--- config.mk ---
export PLATFORM = sky130hd
export DESIGN_NAME = delimiter_message_framer_core
export DESIGN_NICKNAME = d
export VERILOG_FILES = /design/src/fmr_pkg.sv /design/src/fmr_frame_logic.sv /design/src/fmr_emitter.sv /design/src/delimiter_message_framer_core.sv
export SDC_FILE = /design/constraint.sdc
export NUM_CORES = 1
export LEC_CHECK = 0
export ABC_AREA = 0
export ABC_CLOCK_PERIOD_IN_PS = 11400
export BUFFER_PORTS_ARGS = -buffer_cell sky130_fd_sc_hd__buf_2
export CAP_MARGIN = 20
export CORE_UTILIZATION = 35
export CTS_CLUSTER_SIZE = 28
export DETAILED_ROUTE_END_ITERATION = 16
export HOLD_SLACK_MARGIN = 0.12
export PLACE_DENSITY = 0.56
export SLEW_MARGIN = 5
export SYNTH_ARGS = -nofsm -noshare
export SYNTH_HDL_FRONTEND = slang
export SYNTH_SLANG_ARGS = --single-unit
--- constraint.sdc ---
create_clock -name clk -period 11.4 [get_ports clk]
set_input_delay 0 -clock clk [delete_from_list [all_inputs] [get_ports clk]]
set_output_delay 0 -clock clk [all_outputs]
set_load 0.01 [all_outputs]
--- src/fmr_pkg.sv ---
// Shared types and constants of the delimiter message framer.
// Depends on nothing; every other file of the block imports it.
`timescale 1ns / 1ps
`default_nettype none

package fmr_pkg;

    // Fixed field widths.
    localparam int LEN_W      = 11;
    localparam int CFG_DATA_W = 64;
    localparam int CFG_IDX_W  = 2;

    // Configuration register indexes.
    localparam logic [CFG_IDX_W-1:0] CFG_IDX_DELIM_BYTES = 2'd0;
    localparam logic [CFG_IDX_W-1:0] CFG_IDX_DELIM_LEN   = 2'd1;
    localparam logic [CFG_IDX_W-1:0] CFG_IDX_MAX_SIZE    = 2'd2;

    // Configuration reset values.
    localparam logic [63:0]      RST_DELIM_BYTES = 64'd10;
    localparam logic [3:0]       RST_DELIM_LEN   = 4'd1;
    localparam logic [LEN_W-1:0] RST_MAX_SIZE    = 11'd1024;

    // End marker causes.
    localparam logic CAUSE_DELIMITER  = 1'b0;
    localparam logic CAUSE_SIZE_LIMIT = 1'b1;

    typedef struct packed {
        logic [63:0]      delim_bytes;
        logic [3:0]       delim_len;
        logic [LEN_W-1:0] max_size;
    } cfg_t;

    // What one received byte leaves for the emitter, apart from the window
    // snapshot and the flush count, whose widths follow the window depth.
    typedef struct packed {
        logic             push_valid;
        logic [7:0]       push_byte;
        logic             mark_valid;
        logic             mark_cause;
        logic [LEN_W-1:0] mark_len;
    } run_ctrl_t;

    typedef struct packed {
        logic [7:0]       msg_byte;
        logic             byte_valid;
        logic             end_of_message;
        logic             end_cause;
        logic [LEN_W-1:0] message_length;
        logic             last_of_run;
    } out_item_t;

endpackage

`default_nettype wire

--- src/fmr_frame_logic.sv ---
// Framing state (tail window, fill, length count) and its single-pass update.
// Depends on fmr_pkg.
`timescale 1ns / 1ps
`default_nettype none

module fmr_frame_logic #(
    parameter int MAX_DELIM_BYTES = 8,
    parameter int MAX_MSG_BYTES   = 1024,
    localparam int CNT_W = $clog2(MAX_DELIM_BYTES + 1)
) (
    input  logic              clk,
    input  logic              rst_n,
    input  fmr_pkg::cfg_t     cfg,
    input  logic              fire,
    input  logic [7:0]        rx_byte,
    output fmr_pkg::run_ctrl_t run,
    output logic [7:0]        window [MAX_DELIM_BYTES],
    output logic [CNT_W-1:0]  flush_count
);
    import fmr_pkg::*;

    localparam int IDX_W = (MAX_DELIM_BYTES > 1) ? $clog2(MAX_DELIM_BYTES) : 1;

    logic [7:0]       win_reg  [MAX_DELIM_BYTES];
    logic [7:0]       win_next [MAX_DELIM_BYTES];
    logic [CNT_W-1:0] fill_reg, fill_next, fill_new;
    logic [LEN_W-1:0] count_reg, count_next, count_new;

    logic [CNT_W-1:0] dl;
    logic [LEN_W-1:0] mx;
    logic             push_out;
    logic             match;
    logic             size_hit;
    logic [LEN_W-1:0] delim_msg_len;
    logic [CNT_W-1:0] pos;
    logic [7:0]       delim_byte;

    // Effective delimiter length and size limit.
    always_comb
    begin
        if (cfg.delim_len == 4'd0)
            dl = CNT_W'(1);
        else if (32'(cfg.delim_len) > 32'(MAX_DELIM_BYTES))
            dl = CNT_W'(MAX_DELIM_BYTES);
        else
            dl = CNT_W'(cfg.delim_len);

        if (cfg.max_size == '0)
            mx = LEN_W'(1);
        else if (32'(cfg.max_size) > 32'(MAX_MSG_BYTES))
            mx = LEN_W'(MAX_MSG_BYTES);
        else
            mx = cfg.max_size;
    end

    // Window shift: a full window pushes out its oldest byte.
    always_comb
    begin
        push_out = (fill_reg >= dl) || (fill_reg == CNT_W'(MAX_DELIM_BYTES));
        for (int j = 0; j < MAX_DELIM_BYTES; j++)
        begin
            win_next[j] = win_reg[j];
            if (push_out)
            begin
                if (CNT_W'(j + 1) < fill_reg)
                    win_next[j] = win_reg[j + 1 < MAX_DELIM_BYTES ? j + 1 : j];
                else if (CNT_W'(j + 1) == fill_reg)
                    win_next[j] = rx_byte;
            end
            else if (CNT_W'(j) == fill_reg)
            begin
                win_next[j] = rx_byte;
            end
        end
        fill_new = push_out ? fill_reg : fill_reg + CNT_W'(1);
        if (32'(count_reg) < 32'(MAX_MSG_BYTES))
            count_new = count_reg + LEN_W'(1);
        else
            count_new = count_reg;
    end

    // Compare the newest bytes with the delimiter, newest byte first.
    always_comb
    begin
        match = (fill_new >= dl) && (count_new >= LEN_W'(dl));
        for (int i = 0; i < MAX_DELIM_BYTES; i++)
        begin
            pos        = fill_new - CNT_W'(1) - CNT_W'(i);
            delim_byte = 8'(cfg.delim_bytes >> (8 * i));
            if ((CNT_W'(i) < dl) && (win_next[pos[IDX_W-1:0]] != delim_byte))
                match = 1'b0;
        end
        size_hit      = !match && (count_new >= mx);
        delim_msg_len = count_new - LEN_W'(dl);
    end

    always_comb
    begin
        run.push_valid = push_out;
        run.push_byte  = win_reg[0];
        if (match)
        begin
            flush_count    = fill_new - dl;
            run.mark_valid = (delim_msg_len != '0);
            run.mark_cause = CAUSE_DELIMITER;
            run.mark_len   = delim_msg_len;
        end
        else if (size_hit)
        begin
            flush_count    = fill_new;
            run.mark_valid = 1'b1;
            run.mark_cause = CAUSE_SIZE_LIMIT;
            run.mark_len   = count_new;
        end
        else
        begin
            flush_count    = '0;
            run.mark_valid = 1'b0;
            run.mark_cause = CAUSE_DELIMITER;
            run.mark_len   = '0;
        end
        window = win_next;
        fill_next  = (match || size_hit) ? '0 : fill_new;
        count_next = (match || size_hit) ? '0 : count_new;
    end

    always_ff @(posedge clk or negedge rst_n)
    begin
        if (!rst_n)
        begin
            fill_reg  <= '0;
            count_reg <= '0;
            for (int j = 0; j < MAX_DELIM_BYTES; j++)
                win_reg[j] <= '0;
        end
        else if (fire)
        begin
            fill_reg  <= fill_next;
            count_reg <= count_next;
            win_reg   <= win_next;
        end
    end

endmodule

`default_nettype wire

--- src/fmr_emitter.sv ---
// Result sequencer: holds the run left by one byte and issues its results
// one per cycle into the output register, unless a stall holds that register. Depends on fmr_pkg.
`timescale 1ns / 1ps
`default_nettype none

module fmr_emitter #(
    parameter int MAX_DELIM_BYTES = 8,
    localparam int CNT_W = $clog2(MAX_DELIM_BYTES + 1)
) (
    input  logic               clk,
    input  logic               rst_n,
    input  logic               load,
    input  fmr_pkg::run_ctrl_t run,
    input  logic [7:0]         window [MAX_DELIM_BYTES],
    input  logic [CNT_W-1:0]   flush_count,
    output logic               load_ok,
    output logic               out_valid,
    input  logic               out_stall,
    output fmr_pkg::out_item_t out_item
);
    import fmr_pkg::*;

    localparam int IDX_W = (MAX_DELIM_BYTES > 1) ? $clog2(MAX_DELIM_BYTES) : 1;

    logic [7:0]       win_reg [MAX_DELIM_BYTES];
    logic             push_pend_reg;
    logic [7:0]       push_byte_reg;
    logic             mark_pend_reg;
    logic             mark_cause_reg;
    logic [LEN_W-1:0] mark_len_reg;
    logic [CNT_W-1:0] flush_idx_reg;
    logic [CNT_W-1:0] flush_cnt_reg;
    logic             out_valid_reg;
    out_item_t        out_item_reg;

    logic      flush_more;
    logic      pending;
    logic      issue;
    out_item_t sel_item;

    assign flush_more = (flush_idx_reg < flush_cnt_reg);
    assign pending    = push_pend_reg || flush_more || mark_pend_reg;
    assign issue      = pending && (!out_valid_reg || !out_stall);
    assign load_ok    = !pending || (issue && sel_item.last_of_run);

    always_comb
    begin
        sel_item                = '0;
        if (push_pend_reg)
        begin
            sel_item.msg_byte    = push_byte_reg;
            sel_item.byte_valid  = 1'b1;
            sel_item.last_of_run = (flush_idx_reg == flush_cnt_reg) && !mark_pend_reg;
        end
        else if (flush_more)
        begin
            sel_item.msg_byte    = win_reg[flush_idx_reg[IDX_W-1:0]];
            sel_item.byte_valid  = 1'b1;
            sel_item.last_of_run = (flush_idx_reg + CNT_W'(1) == flush_cnt_reg)
                                   && !mark_pend_reg;
        end
        else
        begin
            sel_item.end_of_message = 1'b1;
            sel_item.end_cause      = mark_cause_reg;
            sel_item.message_length = mark_len_reg;
            sel_item.last_of_run    = 1'b1;
        end
    end

    always_ff @(posedge clk or negedge rst_n)
    begin
        if (!rst_n)
        begin
            push_pend_reg <= 1'b0;
            mark_pend_reg <= 1'b0;
            flush_idx_reg <= '0;
            flush_cnt_reg <= '0;
            out_valid_reg <= 1'b0;
        end
        else
        begin
            if (load)
            begin
                push_pend_reg <= run.push_valid;
                mark_pend_reg <= run.mark_valid;
                flush_idx_reg <= '0;
                flush_cnt_reg <= flush_count;
            end
            else if (issue)
            begin
                if (push_pend_reg)
                    push_pend_reg <= 1'b0;
                else if (flush_more)
                    flush_idx_reg <= flush_idx_reg + CNT_W'(1);
                else
                    mark_pend_reg <= 1'b0;
            end

            if (issue)
                out_valid_reg <= 1'b1;
            else if (!out_stall)
                out_valid_reg <= 1'b0;
        end
    end

    always_ff @(posedge clk)
    begin
        if (load)
        begin
            push_byte_reg  <= run.push_byte;
            mark_cause_reg <= run.mark_cause;
            mark_len_reg   <= run.mark_len;
            win_reg        <= window;
        end
        if (issue)
            out_item_reg <= sel_item;
    end

    assign out_valid = out_valid_reg;
    assign out_item  = out_item_reg;

`ifndef SYNTHESIS
    a_load_when_free: assert property (@(posedge clk) disable iff (!rst_n)
        load |-> (!pending || (issue && sel_item.last_of_run)))
        else $error("run loaded while the previous run still has results");

    a_flush_bound: assert property (@(posedge clk) disable iff (!rst_n)
        flush_idx_reg <= flush_cnt_reg)
        else $error("flush index ran past the flush count");

    a_kind_exclusive: assert property (@(posedge clk) disable iff (!rst_n)
        out_valid_reg |-> (out_item_reg.byte_valid != out_item_reg.end_of_message))
        else $error("result is neither a content byte nor an end marker");

    a_marker_last: assert property (@(posedge clk) disable iff (!rst_n)
        (out_valid_reg && out_item_reg.end_of_message) |-> out_item_reg.last_of_run)
        else $error("end marker not flagged as last of its run");
`endif

endmodule

`default_nettype wire

--- src/delimiter_message_framer_core.sv ---
// Top level of the delimiter message framer: configuration registers, input
// register, framing logic and result emitter. Depends on fmr_pkg,
// fmr_frame_logic and fmr_emitter.
//
//  Channel   Direction  Handshake             Payload
//  --------  ---------  --------------------  --------------------------------------
//  config    in         cfg_write_en          cfg_index, cfg_data
//  input     in         in_valid / in_stall   rx_byte
//  output    out        out_valid / out_stall msg_byte, byte_valid, end_of_message,
//                                             end_cause, message_length, last_of_run
//
// A byte with several results holds the emitter until its last result issues, so
// the input takes one byte per cycle only while each byte gives at most one result
// and the output does not stall; a window flush gives up to MAX_DELIM_BYTES + 2
// results. A taken byte passes the input, run and output registers before its first
// result. Reset loads the configuration defaults and clears the tail window, fill
// and length count at once; no clearing pass follows. Output stalls hold the result
// register and, once the emitter has no room for a new run, stall the input in the
// same cycle.
`timescale 1ns / 1ps
`default_nettype none

module delimiter_message_framer_core #(
    parameter int MAX_DELIM_BYTES = 8,
    parameter int MAX_MSG_BYTES   = 1024
) (
    input  logic                                clk,
    input  logic                                rst_n,
    input  logic                                cfg_write_en,
    input  logic [fmr_pkg::CFG_IDX_W-1:0]       cfg_index,
    input  logic [fmr_pkg::CFG_DATA_W-1:0]      cfg_data,
    input  logic                                in_valid,
    output logic                                in_stall,
    input  logic [7:0]                          rx_byte,
    output logic                                out_valid,
    input  logic                                out_stall,
    output logic [7:0]                          msg_byte,
    output logic                                byte_valid,
    output logic                                end_of_message,
    output logic                                end_cause,
    output logic [fmr_pkg::LEN_W-1:0]           message_length,
    output logic                                last_of_run
);
    import fmr_pkg::*;

    localparam int CNT_W = $clog2(MAX_DELIM_BYTES + 1);

    cfg_t             cfg_reg;
    logic             in_valid_reg;
    logic [7:0]       in_byte_reg;

    logic             proc_fire;
    logic             load_ok;
    run_ctrl_t        run;
    logic [7:0]       window [MAX_DELIM_BYTES];
    logic [CNT_W-1:0] flush_count;
    out_item_t        out_item;

    // Configuration writes; an index beyond the register list is ignored.
    always_ff @(posedge clk or negedge rst_n)
    begin
        if (!rst_n)
        begin
            cfg_reg.delim_bytes <= RST_DELIM_BYTES;
            cfg_reg.delim_len   <= RST_DELIM_LEN;
            cfg_reg.max_size    <= RST_MAX_SIZE;
        end
        else if (cfg_write_en)
        begin
            case (cfg_index)
                CFG_IDX_DELIM_BYTES: cfg_reg.delim_bytes <= cfg_data;
                CFG_IDX_DELIM_LEN:   cfg_reg.delim_len   <= cfg_data[3:0];
                CFG_IDX_MAX_SIZE:    cfg_reg.max_size    <= cfg_data[LEN_W-1:0];
                default:             ;
            endcase
        end
    end

    // The held byte is processed as soon as the emitter can take its run.
    // The input register refills whenever it is empty or being processed.
    assign proc_fire = in_valid_reg && load_ok;
    assign in_stall  = in_valid_reg && !proc_fire;

    always_ff @(posedge clk or negedge rst_n)
    begin
        if (!rst_n)
            in_valid_reg <= 1'b0;
        else if (!in_stall)
            in_valid_reg <= in_valid;
    end

    always_ff @(posedge clk)
    begin
        if (!in_stall && in_valid)
            in_byte_reg <= rx_byte;
    end

    fmr_frame_logic #(
        .MAX_DELIM_BYTES (MAX_DELIM_BYTES),
        .MAX_MSG_BYTES   (MAX_MSG_BYTES)
    ) u_frame (
        .clk         (clk),
        .rst_n       (rst_n),
        .cfg         (cfg_reg),
        .fire        (proc_fire),
        .rx_byte     (in_byte_reg),
        .run         (run),
        .window      (window),
        .flush_count (flush_count)
    );

    fmr_emitter #(
        .MAX_DELIM_BYTES (MAX_DELIM_BYTES)
    ) u_emit (
        .clk         (clk),
        .rst_n       (rst_n),
        .load        (proc_fire),
        .run         (run),
        .window      (window),
        .flush_count (flush_count),
        .load_ok     (load_ok),
        .out_valid   (out_valid),
        .out_stall   (out_stall),
        .out_item    (out_item)
    );

    assign msg_byte       = out_item.msg_byte;
    assign byte_valid     = out_item.byte_valid;
    assign end_of_message = out_item.end_of_message;
    assign end_cause      = out_item.end_cause;
    assign message_length = out_item.message_length;
    assign last_of_run    = out_item.last_of_run;

endmodule

`default_nettype wire

==> flow_metrics.py <==
metrics = {
    "status": {
        "status": "completed",
    },
    "critical_path": {
        "start_kind": "register",
        "cp.required_ns": 11.79,
        "critPathMostFrequentCell": "buf_4",
        "critPathMaxFanout": 49,
        "critPathKind": "reg -> reg",
        "r2r_setup_slack_ns": 3.51,
        "worstPathArrival_ns": 8.28,
        "reg2reg_depth": 20,
        "reg2reg_from": "cfg_reg[14]$_DFFE_PN0P_",
        "end_kind": "register",
        "cpPeakStageDelay_ns": 0.64,
        "r2r_end": "u_emit.mark_len_reg[4]$_DFFE_PP_",
        "critPathSlowestCell": "buf_4",
        "cp_cell_sequence": "inv_1, nand2_1, ha_1, a211o_1, a31o_1, buf_4, a21oi_4, buf_4, mux2_2, and2_0, a222oi_1, nand3_1, a2111oi_0, o21ai_1, or3_1, or4_4, a2111oi_4, buf_4, mux2_1, o21ai_0",
    },
    "global_route": {
        "overflow": 0,
        "track_usage_pct": 28.28,
        "grt_max_degree": 105,
        "grt_pass1_wl_mm": 119.3,
        "antenna_found_initial": 2,
        "grt_pass1_vias": 17110,
    },
    "final_layout": {
        "layout-drive-gt1-share_pct": 17.71,
        "finalNonFillerCells": 2975,
        "largest_reg_flops": 79,
        "fin_nets": 2307,
        "syn_to_final_growth_pct": 15.97,
        "fin_util_pct": 41.03,
        "antenna_cells": 0,
        "fillers": 5608,
        "register_area_um2": 7715,
        "multiInputGateArea_um2": 11330,
    },
    "clocking": {
        "clock-root-buffer": "clkbuf_16",
        "hold_buffers": 77,
        "cts_tree": "yes",
        "clockBufferDepth": 3,
        "cts_resized": 0,
        "h-tree-depth": 2,
        "postCtsSetupRepairBufs": 0,
        "cts_sinks": 285,
        "worstSkewPairLatency_ns": 0.58,
        "cts_buffers": 34,
        "cts.clk_slew.worst_paths_ns": 0.07,
    },
    "yosys": {
        "ys.flop_type": "dfrtp_1",
        "synth.distinct_cells": 100,
        "syn_avg_cell_area_um2": 9.582,
        "syn_area_um2": 19950,
        "yosys_register_bits": 285,
        "seq_area_frac_synth_pct": 38.66,
        "syn_inst": 2082,
        "synth_edf_count": 115,
        "async_flop_share_pct": 59.65,
        "ys_warn_count": 0,
        "syn_nets": 2195,
    },
    "drt": {
        "route.detailed.drc": 0,
        "drt-pass1-iter-count": 6,
        "maxUsedRoutingLayer": "met5",
        "routed_wl_mm": 81.98,
        "drt-initial-drc-count": 2251,
        "wl_met1_mm": 35.53,
        "route.met3.wl_mm": 8.036,
        "ant_nets": 0,
        "dr_wl_met2_mm": 35.24,
        "viasPerCell": 6.101,
        "via_count": 18150,
        "wl_per_cell_um": 27.56,
    },
    "timing": {
        "fmax_mhz": 126.8,
        "period_share_pct": 69.20,
        "relSlewSlack_pct": 23.76,
        "fin_crit_ns": 7.888,
        "worst_slew_pin_slew_ns": 1.112,
        "setup_viol": 0,
        "final_max_slew_viol_count": 0,
        "fin_worst_skew_ns": 0.04507,
        "rsz0062_at_grt": "false",
        "hold_viol": 0,
        "fin_setup_tns_ns": 0,
    },
    "die": {
        "pin_count": 104,
        "die_x_um": 240.8,
        "initial_core_util_pct": 35.38,
        "dieArea_um2": 57960,
        "fp-row-count": 87,
        "core-area_um2": 56390,
        "die_h_um": 240.8,
    },
    "job": {
        "cap_violations": 0,
    },
    "place": {
        "dp_hpwl_mm": 60.15,
        "dp.cells": 2834,
        "numPortBuffers": 103,
        "place_congestion": 1.021,
    },
    "min_path": {
        "hold_path_class": "in -> async",
    },
}
==> critical path, delay by kind of cell, from the launching register on <==
family	cells	cell delay, ns
muxes	2	0.79
AOI/OAI and AO/OA	8	2.98
adders and majority gates	1	0.39
and+or+nand+nor	5	1.49
buffers and inverters	4	1.54
DFF	1	0.44
==> cells in the final DEF, fill, tap and decap left out, types with 50 or more instances in the layout <==
master         instances
inv_1                 66
nand2_1              232
mux2_2               112
dfrtp_1              164
buf_4                 50
nor2_1               106
xor2_1                58
dlygate4sd3_1         77
xnor2_1               52
edfxtp_1             115
buf_2                103
o21ai_0              108
a21oi_1               93
mux2i_1              108
==> per-layer routing <==
layer	track usage, %	vias to the layer above
met5	0	-
li1	-	8020
met2	41.94	949
met3	7.332	157
met4	10.40	2
met1	39.43	9023
==> kinds of logic (layout without fill, tap and decap cells) <==
| kind of cell | count (synthesis) | in the layout | share of synthesized area, % |
|---|---|---|---|
| AO/OA/AOI/OAI | 583 | 583 | 20.61 |
| buffers and inverters | 231 | 368 | 4.835 |
| XOR/XNOR | 110 | 110 | 4.829 |
| flip-flops | 285 | 285 | 38.66 |
| adder cells (fa/ha/maj) | 34 | 34 | 2.208 |
| multiplexers | 250 | 250 | 14.74 |
| AND/OR/NAND/NOR | 589 | 589 | 14.12 |
==> cell usage after synthesis (all sizes together), types with 31 or more instances <==
cell type	n	area (µm²)
a211oi	32	267.8
a21o	31	232.7
a21oi	94	474.2
buf	62	330.3
clkbuf	94	352.8
dfrtp	166	4154
edfxtp	115	3453
ha	32	400.4
inv	73	274.0
mux2	118	1329
mux2i	109	1095
nand2	233	874.6
nand3	49	245.2
nor2	108	407.9
nor3	37	185.2
o21ai	126	630.6
xnor2	52	455.4
xor2	58	508.0
==> metrics by stage <==
| step | setup slack (ns) | cell area (µm²) | hold slack [ns] |
|---|---|---|---|
| floorplan | 4.943 | 19950 | -0.2956 |
| global placement | 3.899 | 21160 | 0.1765 |
| detailed placement | 3.754 | 21170 | 0.1798 |
| CTS | 3.743 | 23120 | 0.1542 |
| global route | 3.268 | 23140 | 0.1877 |
| finish | 3.512 | 23140 | 0.1433 |
==> final cells by class <==
class                           instances  area share, %
Tap cell                              756          4.088
Clock buffer                           47          4.202
Clock inverter                         14         0.8761
Multi-Input combinational cell       1566          48.96
Sequential cell                       285          33.34
Inverter                               75          1.228
Timing Repair Buffer                  232          7.306
==> worst max path at each step <==
| stage | from | endpoint | slack (ns) | cells past startpoint |
|---|---|---|---|---|
| 3_5_place_dp | cfg_reg[14]$_DFFE_PN0P_ | u_emit.mark_len_reg[5]$_DFFE_PP_ | 3.75 | 20 |
| 3_3_place_gp | cfg_reg[14]$_DFFE_PN0P_ | u_emit.mark_len_reg[4]$_DFFE_PP_ | 3.90 | 20 |
| 5_1_grt | cfg_reg[14]$_DFFE_PN0P_ | u_emit.mark_len_reg[4]$_DFFE_PP_ | 3.27 | 20 |
| 4_1_cts | cfg_reg[14]$_DFFE_PN0P_ | u_emit.mark_len_reg[5]$_DFFE_PP_ | 3.74 | 20 |
| 2_1_floorplan | u_frame.fill_reg[0]$_DFFE_PN0P_ | u_emit.mark_len_reg[0]$_DFFE_PP_ | 4.94 | 31 |
| 6_report | cfg_reg[14]$_DFFE_PN0P_ | u_emit.mark_len_reg[4]$_DFFE_PP_ | 3.51 | 20 |
Power is not shown: default switching activity piles up to over one toggle a cycle in this logic, so the estimate is an artifact.
